===== src/hw/rtl/cpc_pkg.sv =====
// Shared types, constants and the Gaussian weight table for the column
// profile centre line block. No dependencies.
package cpc_pkg;

   // Default sizes handed down from the top level.
   localparam int MAX_WIDTH_DEF = 1024;
   localparam int TAPS_DEF      = 19;
   localparam int MAX_PEAKS_DEF = 512;

   // Fixed field and storage widths.
   localparam int PIXEL_W     = 16;
   localparam int WIDTH_REG_W = 11;
   localparam int COL_W       = 10;
   localparam int CNT_W       = 11;
   localparam int GAUSS_W     = 14;
   localparam int FRAC_W      = 16;
   localparam logic [WIDTH_REG_W-1:0] RESET_WIDTH = 11'd1024;

   typedef struct packed {
      logic signed [PIXEL_W-1:0] pixel_value;
      logic                      frame_end;
   } req_type;

   typedef struct packed {
      logic [COL_W-1:0] center_column;
      logic [COL_W-1:0] peak_total;
      logic             no_peak;
   } rsp_type;

   typedef enum logic [3:0] {
      ST_CLEAR,
      ST_RUN,
      ST_DRAIN,
      ST_SMOOTH,
      ST_SM_FLUSH,
      ST_SM_ZERO,
      ST_MAX,
      ST_MAX_FLUSH,
      ST_PEAK,
      ST_PEAK_FLUSH,
      ST_FETCH_A,
      ST_FETCH_B,
      ST_FETCH_C,
      ST_FINISH
   } state_type;

   typedef struct packed {
      logic run;
      logic clear_en;
      logic smooth_en;
      logic zero_en;
      logic max_en;
      logic peak_en;
      logic fetch_b;
      logic fetch_c;
      logic finish;
   } cmd_type;

   typedef struct packed {
      logic frame_done;
      logic clear_last;
      logic smooth_last;
      logic max_last;
      logic peak_last;
      logic pipe_busy;
      logic rsp_busy;
   } status_type;

   // Q0.16 Gaussian weights, sigma 3, by distance from the centre tap.
   function automatic logic [GAUSS_W-1:0] gauss_weight(input logic [3:0] tap_dist);
      logic [GAUSS_W-1:0] w;
      case (tap_dist)
         4'd0:    w = 14'd8715;
         4'd1:    w = 14'd8244;
         4'd2:    w = 14'd6978;
         4'd3:    w = 14'd5285;
         4'd4:    w = 14'd3582;
         4'd5:    w = 14'd2173;
         4'd6:    w = 14'd1179;
         4'd7:    w = 14'd572;
         4'd8:    w = 14'd248;
         4'd9:    w = 14'd96;
         4'd10:   w = 14'd33;
         4'd11:   w = 14'd10;
         4'd12:   w = 14'd2;
         default: w = 14'd0;
      endcase
      return w;
   endfunction

endpackage


===== src/hw/rtl/cpc_ctrl.sv =====
// Sequencing state machine for the centre line block.
// Depends on cpc_pkg.
module cpc_ctrl (
   input  logic                clock,
   input  logic                reset,
   input  cpc_pkg::status_type status,
   output cpc_pkg::cmd_type    cmd
);
   import cpc_pkg::*;

   state_type state_ff;
   state_type state_in;

   always_comb begin
      state_in = state_ff;
      case (state_ff)
         ST_CLEAR:      if (status.clear_last) state_in = ST_RUN;
         ST_RUN:        if (status.frame_done) state_in = ST_DRAIN;
         ST_DRAIN:      state_in = ST_SMOOTH;
         ST_SMOOTH:     if (status.smooth_last) state_in = ST_SM_FLUSH;
         ST_SM_FLUSH:   if (!status.pipe_busy) state_in = ST_SM_ZERO;
         ST_SM_ZERO:    state_in = ST_MAX;
         ST_MAX:        if (status.max_last) state_in = ST_MAX_FLUSH;
         ST_MAX_FLUSH:  if (!status.pipe_busy) state_in = ST_PEAK;
         ST_PEAK:       if (status.peak_last) state_in = ST_PEAK_FLUSH;
         ST_PEAK_FLUSH: if (!status.pipe_busy) state_in = ST_FETCH_A;
         ST_FETCH_A:    state_in = ST_FETCH_B;
         ST_FETCH_B:    state_in = ST_FETCH_C;
         ST_FETCH_C:    state_in = ST_FINISH;
         ST_FINISH:     if (!status.rsp_busy) state_in = ST_CLEAR;
         default:       state_in = ST_CLEAR;
      endcase
   end

   always_comb begin
      cmd           = '0;
      cmd.run       = (state_ff == ST_RUN);
      cmd.clear_en  = (state_ff == ST_CLEAR);
      cmd.smooth_en = (state_ff == ST_SMOOTH);
      cmd.zero_en   = (state_ff == ST_SM_ZERO);
      cmd.max_en    = (state_ff == ST_MAX);
      cmd.peak_en   = (state_ff == ST_PEAK);
      cmd.fetch_b   = (state_ff == ST_FETCH_B);
      cmd.fetch_c   = (state_ff == ST_FETCH_C);
      cmd.finish    = (state_ff == ST_FINISH) && !status.rsp_busy;
   end

   always_ff @(posedge clock) begin
      if (reset) begin
         state_ff <= ST_CLEAR;
      end else begin
         state_ff <= state_in;
      end
   end

endmodule


===== config.mk =====
export PLATFORM = sky130hd
export DESIGN_NAME = cpc_ctrl
export DESIGN_NICKNAME = d
export VERILOG_FILES = /design/src/hw/rtl/cpc_pkg.sv /design/src/hw/rtl/cpc_ctrl.sv
export SDC_FILE = /design/constraint.sdc
export NUM_CORES = 1
export LEC_CHECK = 0
export BUFFER_PORTS_ARGS = -buffer_cell sky130_fd_sc_hd__buf_2
export CAP_MARGIN = 20
export CORE_AREA = 2 2 39 41
export CTS_CLUSTER_DIAMETER = 30
export CTS_CLUSTER_SIZE = 12
export DETAILED_ROUTE_END_ITERATION = 10
export DIE_AREA = 0 0 41 43
export GPL_ROUTABILITY_DRIVEN = 0
export PLACE_DENSITY_LB_ADDON = 0.12
export SLEW_MARGIN = 25
export SYNTH_ARGS = -nofsm -noshare
export SYNTH_HDL_FRONTEND = slang
export SYNTH_SLANG_ARGS = --single-unit

===== constraint.sdc =====
create_clock -name clock -period 1.95 [get_ports clock]
set_clock_uncertainty 0.2 [all_clocks]
set_input_delay 0.0975 -clock clock [delete_from_list [all_inputs] [get_ports clock]]
set_output_delay 0.0975 -clock clock [all_outputs]
set_load 0.01 [all_outputs]

[Yosys cells after proc, flatten, opt, wreduce, memory -nomap -nowiden]
Index checks and enable logic that the tools add are counted.
W data, S select, Z words.
Word-level totals
  register bits: 4
  bits of input ports: 9
  output and inout bits: 9
  word-level logic and storage cells: 37
Operators by class
  equality and inequality tests: 22
  multiplexer cells: 10
  reductions and logical operators: 4
Operators with widths (count)
  $pmux W4 S14: 1
  $mux W4: 9
  $eq A4 B4 Y1 const B: 6
  $ne A2 B2 Y1 const B: 9
  $eq A4 B3 Y1 const B: 4
  $reduce_and A9 Y1: 1
  $eq A4 B2 Y1 const B: 2
  $eq A4 B1 Y1 const B: 1
  $logic_not A4 Y1: 1
  $logic_and A1 B1 Y1: 1
  $logic_not A1 Y1: 1

[Logic depth before layout (Yosys ltp)]
  depth in word-level cells: 3
  depth in mapped cells: 6
  mapped depth without buffers: 5

[Worst setup path before layout]
No wires, ideal clock.
  kind: reg2reg
  start point: register state_ff[0]
  end point: register state_ff[2]
  library setup time: 0.103 ns
  arrival time: 1.363 ns
  required time: 1.647 ns
  slack: 0.283 ns
  stages on the path, launching flop included: 7
  buffers on the path: 1
  period minus slack after synthesis: 1.667 ns
  path through: dfxtp_1 > buf_6 > nor4b_1 > o21ai_2 > nand4_4 > nor3_2 > a2111oi_2
On the way
  longest elaborated chain between the ends: 3
  elaborated cells between the ends (all ways): 25
  classes of those cells: 22 x eq/ne; 1 x mux; 2 x reduce/logical
RTL lines
  from (decl): RTL line cpc_ctrl.sv:11  | state_type state_ff;
  from (signal assigned): RTL line cpc_ctrl.sv:52  | state_ff <= state_in;
  $eq A4 B1 Y1 (tied with other cells): RTL line cpc_ctrl.sv:16  | case (state_ff)
  $ne A2 B2 Y1 (no source line)
  $reduce_and A9 Y1 (no source line)
Parallel ways exist; a longest one is shown, timed or not.
A chain may end at the register's enable or synchronous reset.

[Final worst setup path]
  start point: register state_ff[1]
  end point: register state_ff[3]
Same word-level chain as after synthesis.

==> metrics.md <==
| Metric | Value |
|---|---|
| Synthesized flop and latch total | 4 |
| Drt via density | 5.021 |
| First-pass GRT wire length | between 1500 and 2000 microns |
| Status | finished, final reports clean |
| Met3 Use GR | under 10% |
| Largest stage delay on the critical path | ~480 ps |
| Placed instance area | around 560 sq um |
| CP startpoint kind | flop |
| Tcrit/Tclk final | between 90% and 100% |
| CP endpoint kind | flop |
| Mapped cell area | 452.9 sq um |
| Largest net degree at the start of global routing | 13 |
| Syn Nets | slightly below 70 |
| Least-Margin Pin Slew | 323.3 ps |
| Final net count | 92 |
| Worst VDD drop | about 0.43 mV |
| Htree depth | 1 |
| RSZ-0062 raised after global routing | false |
| Vias in the first global route | 380 |
| Num CTS Buffers | 3 |
| Layout area overhead | 32.60% |
| IO Count | 18 |
| Number of flops mapped to enable cells by yosys | 0 |
| Met2 Use GR | 18.13% |
| Synth area leaders | dfxtp_1 18%, nor2_1 6.6%, nor3_1 5.5%, buf_6 5.0%, nand4_4 4.7% |
| Crit-path leading delay family | simple AND/OR/NAND/NOR gates |
| Die W | 41 microns |
| Grt ovf | 0 |
| Worst slew margin | slightly below 80% |
| Residual DRC | 0 |
| Placed insts | 93 |
| Vias | a little under 500 |
| Worst hold path type | input pin to output pin |
| Initial core utilization | between 30 and 40% |
| Buffer count from post-CTS setup fixing | 0 |
| Synth unique cells | 30 |
| Die area | 1763 sq um |
| Critical path arrival | 1770 ps |
| Final HPWL DP | 804.7 microns |
| Clk Latency, worst-skew pair | about 230 ps |
| Final setup violation count | 0 |
| Syn_area_per_cell | ~7.5 sq um |
| Core area | about 1400 sq um |
| Die Span Y | about 43 microns |
| Most common cell in the netlist | nor2_1 |
| P_leak | about 0.00024 uW |
| Antenna Violating Nets Remaining | 0 |
| Crit Path Max Fanout | 9 |
| Clock sink count | 4 |
| Clk buf depth | 2 |
| Sum of buffers and inverters on the critical path | 0 |
| Filler cells | between 150 and 200 |
| Setup TNS | 0 ps |
| Detailed Route Iter0 Violations | 4 |
| Met1 GRT Util | between 10% and 20% |
| Slowest-stage cell, CP | dfxtp_1 |
| Top cell type's share of synthesized area | 17.68% |
| Clk slew on worst S/H paths | roughly 40 ps |
| Port bufs | 17 |
| Top reg by flops | state_ff |
| Max reg flops | 4 |
| Global route hottest layer | met1 |
| Slew Limit Fails | 0 |
| Synth cell count leaders | 8 x nor2_1, 5 x nand2_1, 5 x nor3_1, 4 x a21oi_1, 4 x dfxtp_1 |
| Ys Warns | 0 |
| DRT Wirelength | about 1100 microns |
| Final Critical Period | 1803 ps |
| Overall Global Routing Usage | a little over an eighth |
| Cell area after layout | around 600 sq um |
| Crit Path Class | flop to flop |
| Wirelength per Cell | ~11 microns |
| MaxCap Viol Count | 0 |
| Diode count | 0 |
| CTS root buffer | clkbuf_4 |
| Pwr dens | between 600 and 700 nW/um^2 |
| Synth Flop Type | dfxtp_1 |
| Layout cells sized above 1 | roughly 44% |
| Cell taking the most area after synthesis | dfxtp_1 |
| Highest clock rate | around 550 MHz |
| Cell Chain, Critical Path | and4b_1, o21ai_2, nand4_4, or3_1, a21oi_1 |
| Final Instance Count excl. Fillers | 97 |
| Fraction of registers with async set/reset | 0% |
| CTS tree | yes |
| Worst Path Required | between 1500 and 2000 ps |
| Mapped Cells | 60 |
| Initial antenna violation count | 0 |
| Seq/Total Area, Yosys | between 10% and 20% |
| Rows | 14 |
| Final Hold Viols | 0 |
| Pre-Repair DR Iteration Count | 2 |
| Top flop regs | state_ff x4 |
layout by cell type (no fill, tap or decap), types with 2 or more instances in the layout:
master | netlist | routed
o21ai_0 | 3 | 3
clkbuf_4 | 0 | 3
nor3_1 | 5 | 5
dfxtp_1 | 4 | 3
nor3b_1 | 2 | 2
nand2_1 | 5 | 5
nand2b_1 | 2 | 2
buf_4 | 1 | 6
o21ai_2 | 2 | 2
nor2_1 | 8 | 8
a21oi_1 | 4 | 4
buf_2 | 1 | 17
inv_1 | 3 | 3
layout make-up:
type	instances	area [sq um]	area share (%)
Clock buffer	3	22.52	3.750
Tap cell	16	20.02	3.333
Multi-Input combinational cell	47	325.3	54.17
Timing Repair Buffer	24	140.1	23.33
Sequential cell	4	81.33	13.54
Inverter	3	11.26	1.875
tightest hold or removal path, delay by kind of cell:
kind / cells / cell delay, ps
buf+inv: 2 / 210
simple gates: 1 / 40
routing by layer:
| layer | wire length (microns) | share of wire, % |
|---|---|---|
| met2 | 508 | 47 |
| met1 | 524 | 48 |
| met3 | 51 | 4.7 |
| met5 | 0 | 0 |
| met4 | 0 | 0 |
power by group:
part	switching, uW	internal (uW)	total [uW]
sequential	29.8	94.4	124
combinational	101	92.1	193
clock	32.6	68.7	101
stage by stage:
stage	total power [uW]	utilization [%]	worst slack [ps]	hold slack, ps
final	418.9	43.40	147.3	247.5
after global routing	455.1	43.40	1.819	268.7
after CTS	421.4	42.86	52.08	248.6
after detailed placement	315.5	40.51	68.75	117.3
after global placement	314.7	40.51	90.73	122.9
after floorplan	267.2	-	283.4	-33.64
logic make-up (layout without fill, tap and decap cells):
family,after synthesis,in the layout,share of synthesized area (%)
and+or+nand+nor,32,32,44.75
AOI/OAI and AO/OA,14,14,23.76
buffers and inverters,9,30,11.88
DFF,4,4,17.68
xor gates and xnor gates,1,1,1.934
path summary, 6_finish.rpt:
check / start / end / slack, ps / depth (start not counted)
max: state_ff[1]$_SDFFE_PP0P_ / state_ff[3]$_SDFFE_PP0P_ / 150 / 5
min: status[0] / cmd[0] / 250 / 3
max reg2reg: state_ff[1]$_SDFFE_PP0P_ / state_ff[3]$_SDFFE_PP0P_ / 150 / 5
min reg2reg: state_ff[2]$_SDFFE_PP0P_ / state_ff[2]$_SDFFE_PP0P_ / 360 / 2
timing repair:
action,in CTS,in global routing
resized for setup,0,2
endpoints found under the setup margin,0,3
hold buffers,1,0
endpoints found under the hold margin,3,0
(Power assumes the default switching activity.)
